**src/hw/rtl/pqae_pkg.sv**
```systemverilog
package pqae_pkg;

  localparam int NUM_COEF = 10;

  localparam logic [1:0] CMD_CLEAR = 2'd0;
  localparam logic [1:0] CMD_ADD   = 2'd1;
  localparam logic [1:0] CMD_EVAL  = 2'd2;

  // job kinds
  localparam logic [1:0] KIND_D = 2'd0;  // exact n.p accumulate into d
  localparam logic [1:0] KIND_Q = 2'd1;  // coefficient += round(x * weight)
  localparam logic [1:0] KIND_E = 2'd2;  // error += round(x * coefficient)
  localparam logic [1:0] KIND_C = 2'd3;  // error += constant coefficient

  // operand selects for the first product of a job
  localparam logic [2:0] OP_N0  = 3'd0;
  localparam logic [2:0] OP_N1  = 3'd1;
  localparam logic [2:0] OP_N2  = 3'd2;
  localparam logic [2:0] OP_P0  = 3'd3;
  localparam logic [2:0] OP_P1  = 3'd4;
  localparam logic [2:0] OP_P2  = 3'd5;
  localparam logic [2:0] OP_D   = 3'd6;
  localparam logic [2:0] OP_ONE = 3'd7;

  localparam logic [3:0] ADD_LAST_C  = 4'd12;
  localparam logic [3:0] ADD_LAST    = 4'd11;
  localparam logic [3:0] EVAL_LAST_C = 4'd9;
  localparam logic [3:0] EVAL_LAST   = 4'd8;

  localparam logic [63:0] Q_MAX = 64'h7FFF_FFFF_FFFF_FFFF;
  localparam logic [63:0] Q_MIN = 64'h8000_0000_0000_0000;

  typedef struct packed {
    logic [2:0] sel_a;
    logic [2:0] sel_b;
    logic [1:0] kind;
    logic [4:0] shift;
    logic [3:0] slot;
  } job_t;

  typedef struct packed {
    logic       mul;
    logic       acc_load;
    logic       acc_add;
    logic       rnd;
    logic       neg;
    logic [4:0] shift;
  } mac_ctl_t;

  function automatic job_t mk_job(input logic [2:0] sel_a, input logic [2:0] sel_b,
                                  input logic [1:0] kind, input logic [4:0] shift,
                                  input logic [3:0] slot);
    job_t j;
    j.sel_a = sel_a;
    j.sel_b = sel_b;
    j.kind  = kind;
    j.shift = shift;
    j.slot  = slot;
    return j;
  endfunction

  function automatic job_t add_job(input logic [3:0] idx);
    job_t j;
    case (idx)
      4'd0:    j = mk_job(OP_N0, OP_P0, KIND_D, 5'd1, 4'd0);
      4'd1:    j = mk_job(OP_N1, OP_P1, KIND_D, 5'd1, 4'd0);
      4'd2:    j = mk_job(OP_N2, OP_P2, KIND_D, 5'd1, 4'd0);
      4'd3:    j = mk_job(OP_N0, OP_N0, KIND_Q, 5'd4, 4'd0);
      4'd4:    j = mk_job(OP_N0, OP_N1, KIND_Q, 5'd4, 4'd1);
      4'd5:    j = mk_job(OP_N0, OP_N2, KIND_Q, 5'd4, 4'd2);
      4'd6:    j = mk_job(OP_N1, OP_N1, KIND_Q, 5'd4, 4'd4);
      4'd7:    j = mk_job(OP_N1, OP_N2, KIND_Q, 5'd4, 4'd5);
      4'd8:    j = mk_job(OP_N2, OP_N2, KIND_Q, 5'd4, 4'd7);
      4'd9:    j = mk_job(OP_N0, OP_D, KIND_Q, 5'd12, 4'd3);
      4'd10:   j = mk_job(OP_N1, OP_D, KIND_Q, 5'd12, 4'd6);
      4'd11:   j = mk_job(OP_N2, OP_D, KIND_Q, 5'd12, 4'd8);
      default: j = mk_job(OP_D, OP_D, KIND_Q, 5'd20, 4'd9);
    endcase
    return j;
  endfunction

  function automatic job_t eval_job(input logic [3:0] idx);
    job_t j;
    case (idx)
      4'd0:    j = mk_job(OP_P0, OP_P0, KIND_E, 5'd16, 4'd0);
      4'd1:    j = mk_job(OP_P1, OP_P1, KIND_E, 5'd16, 4'd4);
      4'd2:    j = mk_job(OP_P2, OP_P2, KIND_E, 5'd16, 4'd7);
      4'd3:    j = mk_job(OP_P0, OP_P1, KIND_E, 5'd15, 4'd1);
      4'd4:    j = mk_job(OP_P0, OP_P2, KIND_E, 5'd15, 4'd2);
      4'd5:    j = mk_job(OP_P1, OP_P2, KIND_E, 5'd15, 4'd5);
      4'd6:    j = mk_job(OP_P0, OP_ONE, KIND_E, 5'd7, 4'd3);
      4'd7:    j = mk_job(OP_P1, OP_ONE, KIND_E, 5'd7, 4'd6);
      4'd8:    j = mk_job(OP_P2, OP_ONE, KIND_E, 5'd7, 4'd8);
      default: j = mk_job(OP_ONE, OP_ONE, KIND_C, 5'd1, 4'd9);
    endcase
    return j;
  endfunction

  // {overflow, value}
  function automatic logic [64:0] sat_add(input logic [63:0] x, input logic [63:0] y);
    logic [64:0] s;
    logic [64:0] r;
    s = {x[63], x} + {y[63], y};
    if (s[64] != s[63]) begin
      r = {1'b1, (s[64] ? Q_MIN : Q_MAX)};
    end else begin
      r = {1'b0, s[63:0]};
    end
    return r;
  endfunction

endpackage

```
**src/hw/rtl/pqae_mac.sv**
```systemverilog
module pqae_mac (
  input  logic               clk,
  input  logic [31:0]        a,
  input  logic [31:0]        b,
  input  pqae_pkg::mac_ctl_t ctl,
  output logic [63:0]        mp,
  output logic [63:0]        rval,
  output logic               rsat
);
  import pqae_pkg::*;

  logic [63:0] mul_out;
  logic [95:0] prod;
  logic [95:0] biased;
  logic [95:0] shifted;
  logic [63:0] mag;
  logic [63:0] val_c;
  logic        sat_c;

  assign mul_out = a * b;

  // round half away from zero on the magnitude, then shift down
  assign biased  = prod + (96'd1 << (ctl.shift - 5'd1));
  assign shifted = biased >> ctl.shift;
  assign mag     = shifted[63:0];

  always_comb begin
    sat_c = 1'b0;
    val_c = mag;
    if (|shifted[95:64]) begin
      sat_c = 1'b1;
      val_c = ctl.neg ? Q_MIN : Q_MAX;
    end else if (!ctl.neg) begin
      if (mag[63]) begin
        sat_c = 1'b1;
        val_c = Q_MAX;
      end
    end else if (mag > Q_MIN) begin
      sat_c = 1'b1;
      val_c = Q_MIN;
    end else begin
      val_c = 64'd0 - mag;
    end
  end

  always_ff @(posedge clk) begin
    if (ctl.mul) begin
      mp <= mul_out;
    end
    if (ctl.acc_load) begin
      prod <= {32'd0, mp};
    end else if (ctl.acc_add) begin
      prod <= prod + {mp, 32'd0};
    end
    if (ctl.rnd) begin
      rval <= val_c;
      rsat <= sat_c;
    end
  end

endmodule

```
**config.mk**
```make
export PLATFORM = sky130hd
export DESIGN_NAME = pqae_mac
export DESIGN_NICKNAME = d
export VERILOG_FILES = /design/src/hw/rtl/pqae_pkg.sv /design/src/hw/rtl/pqae_mac.sv
export SDC_FILE = /design/constraint.sdc
export NUM_CORES = 2
export LEC_CHECK = 0
export BUFFER_PORTS_ARGS = -buffer_cell sky130_fd_sc_hd__buf_2
export CORE_ASPECT_RATIO = 0.7
export CORE_MARGIN = 3
export CORE_UTILIZATION = 40
export DETAILED_ROUTE_END_ITERATION = 8
export GPL_TIMING_DRIVEN = 0
export SLEW_MARGIN = 20
export SYNTH_ARGS = -nofsm -noshare
export SYNTH_HDL_FRONTEND = slang
export SYNTH_SLANG_ARGS = --single-unit
```
**constraint.sdc**
```tcl
create_clock -name clk -period 31.5 [get_ports clk]
set_input_delay 6.3 -clock clk [delete_from_list [all_inputs] [get_ports clk]]
set_output_delay 6.3 -clock clk [all_outputs]
set_load 0.01 [all_outputs]
```
Word-level counts from Yosys, hierarchy flattened
Index checks and enable logic that the tools add are counted.
{"block": "word_totals", "word_cells": 25, "out_inout_bits": 129, "inputBits": 75, "ff_bits": 225}
{"block": "classes", "n_mux": 10, "n_mul": 1, "order_cmp": 1, "reduce_logical": 2, "add_sub_neg": 4, "shifts": 2}
{"op": "64-bit 2-to-1 mux", "count": 6}
{"op": "96-bit adder", "count": 2}
{"op": "1-bit by 5-bit << shifter with 96-bit output (first input constant)", "count": 1}
{"op": "96-bit by 5-bit >> shifter with 96-bit output", "count": 1}
{"op": "64-bit > comparator (second input constant)", "count": 1}
{"op": "32-bit by 32-bit multiplier with 64-bit output", "count": 1}
{"op": "1-bit by 64-bit subtractor with 64-bit output (first input constant)", "count": 1}
{"op": "63-bit 2-to-1 mux", "count": 1}
{"op": "32-bit OR reduction", "count": 1}
{"op": "5-bit by 1-bit subtractor with 5-bit output (second input constant)", "count": 1}
{"op": "1-bit 2-to-1 mux", "count": 3}
{"op": "2-bit nonzero test", "count": 1}

Depth between registers and ports, before layout
{"block": "depth", "word_depth": 8, "ltp_mapped": 34}

Worst setup path after synthesis
OpenSTA, ideal clock, no wires.
{"block": "synth_timing", "kind": "input-to-reg", "start": "input port ctl[4] (netlist name)", "end": "register rval[28], data pin", "setup_time_ps": 259, "arrival_time_ps": 14136, "slack_ps": 17105, "stages": 33, "path_buffers": 8, "path_cell_list": "clkbuf_1 > clkbuf_1 > buf_1 > clkbuf_1 > buf_1 > buf_1 > clkbuf_1 > xnor2_1 > nand3_1 > inv_1 > ha_1 > a211oi_2 > o21a_1 > o21ai_4 > and4_1 > buf_4 > or4_4 > a21oi_1 > nand3b_2 > a22oi_1 > mux2_2 > o211ai_1 > ha_1 > inv_1 > or4_1 > a31oi_2 > nand4_2 > a211o_1 > nor4b_4 > nand2b_1 > or4_1 > o21ai_0 > a2bb2oi_1"}
{"block": "synth_via", "elab_chain_len": 8}
{"element": "start, declared", "line_no": "pqae_mac.sv:5", "text": "input pqae_pkg::mac_ctl_t ctl,"}
{"element": "5-bit by 1-bit subtractor with 5-bit output", "line_no": "pqae_mac.sv:23", "text": "assign biased = prod + (96'd1 << (ctl.shift - 5'd1));"}
{"element": "1-bit by 5-bit << shifter with 96-bit output", "line_no": "pqae_mac.sv:23"}
{"element": "96-bit adder", "line_no": "pqae_mac.sv:23"}
{"element": "96-bit by 5-bit >> shifter with 96-bit output *", "line_no": "pqae_mac.sv:24", "text": "assign shifted = biased >> ctl.shift;"}
{"element": "1-bit by 64-bit subtractor with 64-bit output / 64-bit > comparator (equally long branches)", "line_no": "pqae_mac.sv:42, pqae_mac.sv:38"}
{"element": "64-bit 2-to-1 mux", "line_no": "pqae_mac.sv:38", "text": "end else if (mag > Q_MIN) begin"}
{"element": "64-bit 2-to-1 mux", "line_no": "pqae_mac.sv:33", "text": "end else if (!ctl.neg) begin"}
{"element": "64-bit 2-to-1 mux *", "line_no": "pqae_mac.sv:30", "text": "if (|shifted[95:64]) begin"}
{"element": "via val_c[28]", "line_no": "pqae_mac.sv:17", "text": "logic [63:0] val_c;"}
{"element": "end signal, assigned", "line_no": "pqae_mac.sv:56", "text": "rval <= val_c;"}
{"element": "end, declared", "line_no": "pqae_mac.sv:7", "text": "output logic [63:0] rval,"}
The timed path passes the listed nets; every way through them passes the cells marked *.
A chain may end at the register's enable or synchronous reset.

Worst setup path after layout
{"block": "layout_timing", "start": "input port ctl[4] (netlist name)", "end": "register rval[18], data pin"}
Same word-level chain as after synthesis.

==> impl_results.md <==
- Critical path data required time: around 32 ns
- Global route overflow: 0
- WHS Path Cells: 2
- Core ar.: 146000 µm²
- Layer with the highest usage: met1
- Synth unique cells: 130
- WL/cell: 36.8 µm
- Vias per cell: 6.39
- Final Max Tran Viols: 0
- Routability congestion estimate: 1.06
- WHS Endpoint: prod[71]
- Total setup buffers inserted after CTS: 0
- Layout net count: about 8500
- Max Freq: 0.0511 GHz
- Slew @ Worst Pin: 1.40 ns
- Clk slew on worst S/H paths: 0.07 ns
- Fill cells: between 10000 and 15000
- # hold bufs at CTS: 0
- Die height: 328 µm
- Async set-or-reset flop fraction in the synthesized netlist: 0%
- Largest net degree at the start of global routing: 66
- Num CTS Buffers: 25
- Final number of setup-violating endpoints: 0
- Row cnt: 117
- Slew margin rel.: 6.20%
- Hold Crit Start: prod[71]
- Setup tns final: 0 ns
- Minimum clock period: 19.56 ns
- Routed Antenna Nets: 0
- Die W: around 470 µm
- Setup CP Type: input port to flip-flop
- Syn_area_per_cell: ~8.6 µm²
- Most used DFF post-synth: edfxtp_1
- Final Skew: 0.0373 ns
- Initial antenna violation count: 55
- I/O pins: 204
- CP Launch Type: input port
- EDFF count, synth: 193
- Outcome: finished clean
- Cts repair resizes: 0
- Global-route wire length before repair: about 460000 µm
- Syn Inst Count: just under 7000
- Setup slack, reg-to-reg: 22.17 ns
- Clock Sinks: 225
- Proportion of layout cells with a drive suffix above 1: 7.97%
- Wirelength, routed: 336000 µm
- Final WS setup: 11.94 ns
- Fin. Hold Viols: 0
- Most common cell in the netlist: inv_1
- Clock root cell: clkbuf_16
- Slowest stage cell, crit path: o211ai_1
- Initial Utilization: 40.6%
- Post-synth top cells: inv_1, fa_1, nand2_1
- CTS tree: done
- Number of global-route vias before repair: 54600
- Initial DRC Count: ~9000
- Htree depth: 1
- Hold Worst Slack: 0.628 ns
- # port buffers: 200
- Reg2Reg Capture Point: rval[18]
- Drt drc: 0
- Top post-synthesis cells by area: fa_1, edfxtp_1, ha_1, and2_1, inv_1
- Sequential share of the synthesized area: 10.8%
- R2r worst-path depth: 23
- Die ar.: 153000 µm²
- Grt met2 use: 49.0%
- M1 GR Usage: between 60% and 70%
- Placed Cells: 9058
- Ys Warns: 0
- Critical Path End Type: flip-flop
- Synthesized cell area: 59400 µm²
- DRT Pass-1 Iters: 9
- Synth area leader: fa_1
- Syn nets: 8220
- Area share of the largest cell type after synthesis: 30.3%
- Area Growth Syn to Fin: 7.92%
- HPWL after DPL: about 280000 µm
- Gr usage total: 43.0%
- Critical R2R Launch: prod[14]
- Register bit total from synthesis: 225
- GR Layer Usage met3: 25.4%
- CTS max path bufs: 3
- Unrepaired setup endpoints after global routing: false
- Crit path max fanout: 10
- Maxcap violations: 0
- Place WS: 12.48 ns
- Arrival @ worst endpoint: 19.85 ns
- Routed vias: 58500
- Worst min path class: flip-flop to flip-flop
- Max incr delay on CP: 0.94 ns
- Cell Count, Final, Fillers Out: 9152
- Tcrit/Tclk final: 62.1%
- Clock Latency Late Sink: 0.65 ns
-- cell usage in the layout (no fill, tap or decap), types with 38 or more instances in the layout --
cell type,synthesis,layout
and2_1,707,707
a211oi_1,53,51
xor2_1,56,55
mux2i_1,90,90
a31oi_1,45,44
nor2_1,328,326
o211ai_1,43,43
ha_1,359,359
a21o_1,116,116
edfxtp_1,193,193
nand4_1,77,77
or3_1,45,45
clkbuf_1,324,286
o21a_1,59,59
mux2_2,41,41
nand2b_1,42,42
nor3_1,109,109
clkbuf_2,0,43
o21ai_0,200,199
diode_2,0,47
and3_1,68,68
o22ai_1,38,38
o21bai_1,41,41
buf_2,62,264
nor2b_1,42,42
nand2_1,727,727
nand3_1,138,138
inv_1,900,900
a21oi_1,262,262
xnor2_1,108,105
fa_1,898,898
-- how the worst max path moves through the flow --
stage | startpoint | depth (start not counted) | end
finish | ctl[4] | 33 | rval[18]
global route | ctl[4] | 33 | rval[26]
CTS | ctl[4] | 34 | rval[60]
detailed placement | ctl[4] | 34 | rval[60]
global placement | ctl[4] | 34 | rval[60]
floorplan | ctl[4] | 33 | rval[28]
-- cell type report --
class | instances | area (µm²) | area share, %
multi-input cells | 5327 | 47900 | 74.8
repair buffers | 208 | 1090 | 1.70
well taps | 1963 | 2460 | 3.83
clock inverters | 18 | 206 | 0.322
flip-flops and latches | 225 | 6440 | 10.0
plain buffers | 432 | 1830 | 2.85
diodes | 47 | 118 | 0.184
inverters | 904 | 3390 | 5.30
clock buffers | 28 | 637 | 0.994
-- logic make-up after synthesis --
| group | after synthesis | synth area share, % |
|---|---|---|
| xor gates and xnor gates | 164 | 2.42 |
| adders and majority gates | 1257 | 37.9 |
| buffers and inverters | 1336 | 8.71 |
| DFF | 225 | 10.8 |
| and+or+nand+nor | 2468 | 21.7 |
| muxes | 156 | 3.22 |
| AOI/OAI and AO/OA | 1282 | 15.2 |
-- per-layer routing --
| metal | wire length [µm] | vias up |
|---|---|---|
| li1 | - | 23600 |
| met1 | 156000 | 30100 |
| met2 | 112000 | 4388 |
| met3 | 60900 | 388 |
| met4 | 7520 | 28 |
| met5 | 706 | - |
-- state kept, by name, indices dropped and copies added (netlist names) --
register / flops
mp: 64
rval: 64
rsat: 1
prod: 96
-- critical path: cells and delay by family --
family          cells  cell delay [ns]
fa+ha+maj           2             0.70
simple gates        8             2.62
xor+xnor            1             0.61
buf+inv            11             4.70
mux                 2             0.74
compound gates      9             4.12
-- stage by stage --
| step | util [%] | area (µm²) |
|---|---|---|
| detailed placement | 43.1 | 63000 |
| floorplan | - | 59400 |
| global placement | 42.9 | 62800 |
| CTS | 43.6 | 63900 |
| global route | 43.7 | 64000 |
| finish | 43.8 | 64100 |
Power is not shown: default switching activity piles up to over one toggle a cycle in this logic, so the estimate is an artifact.
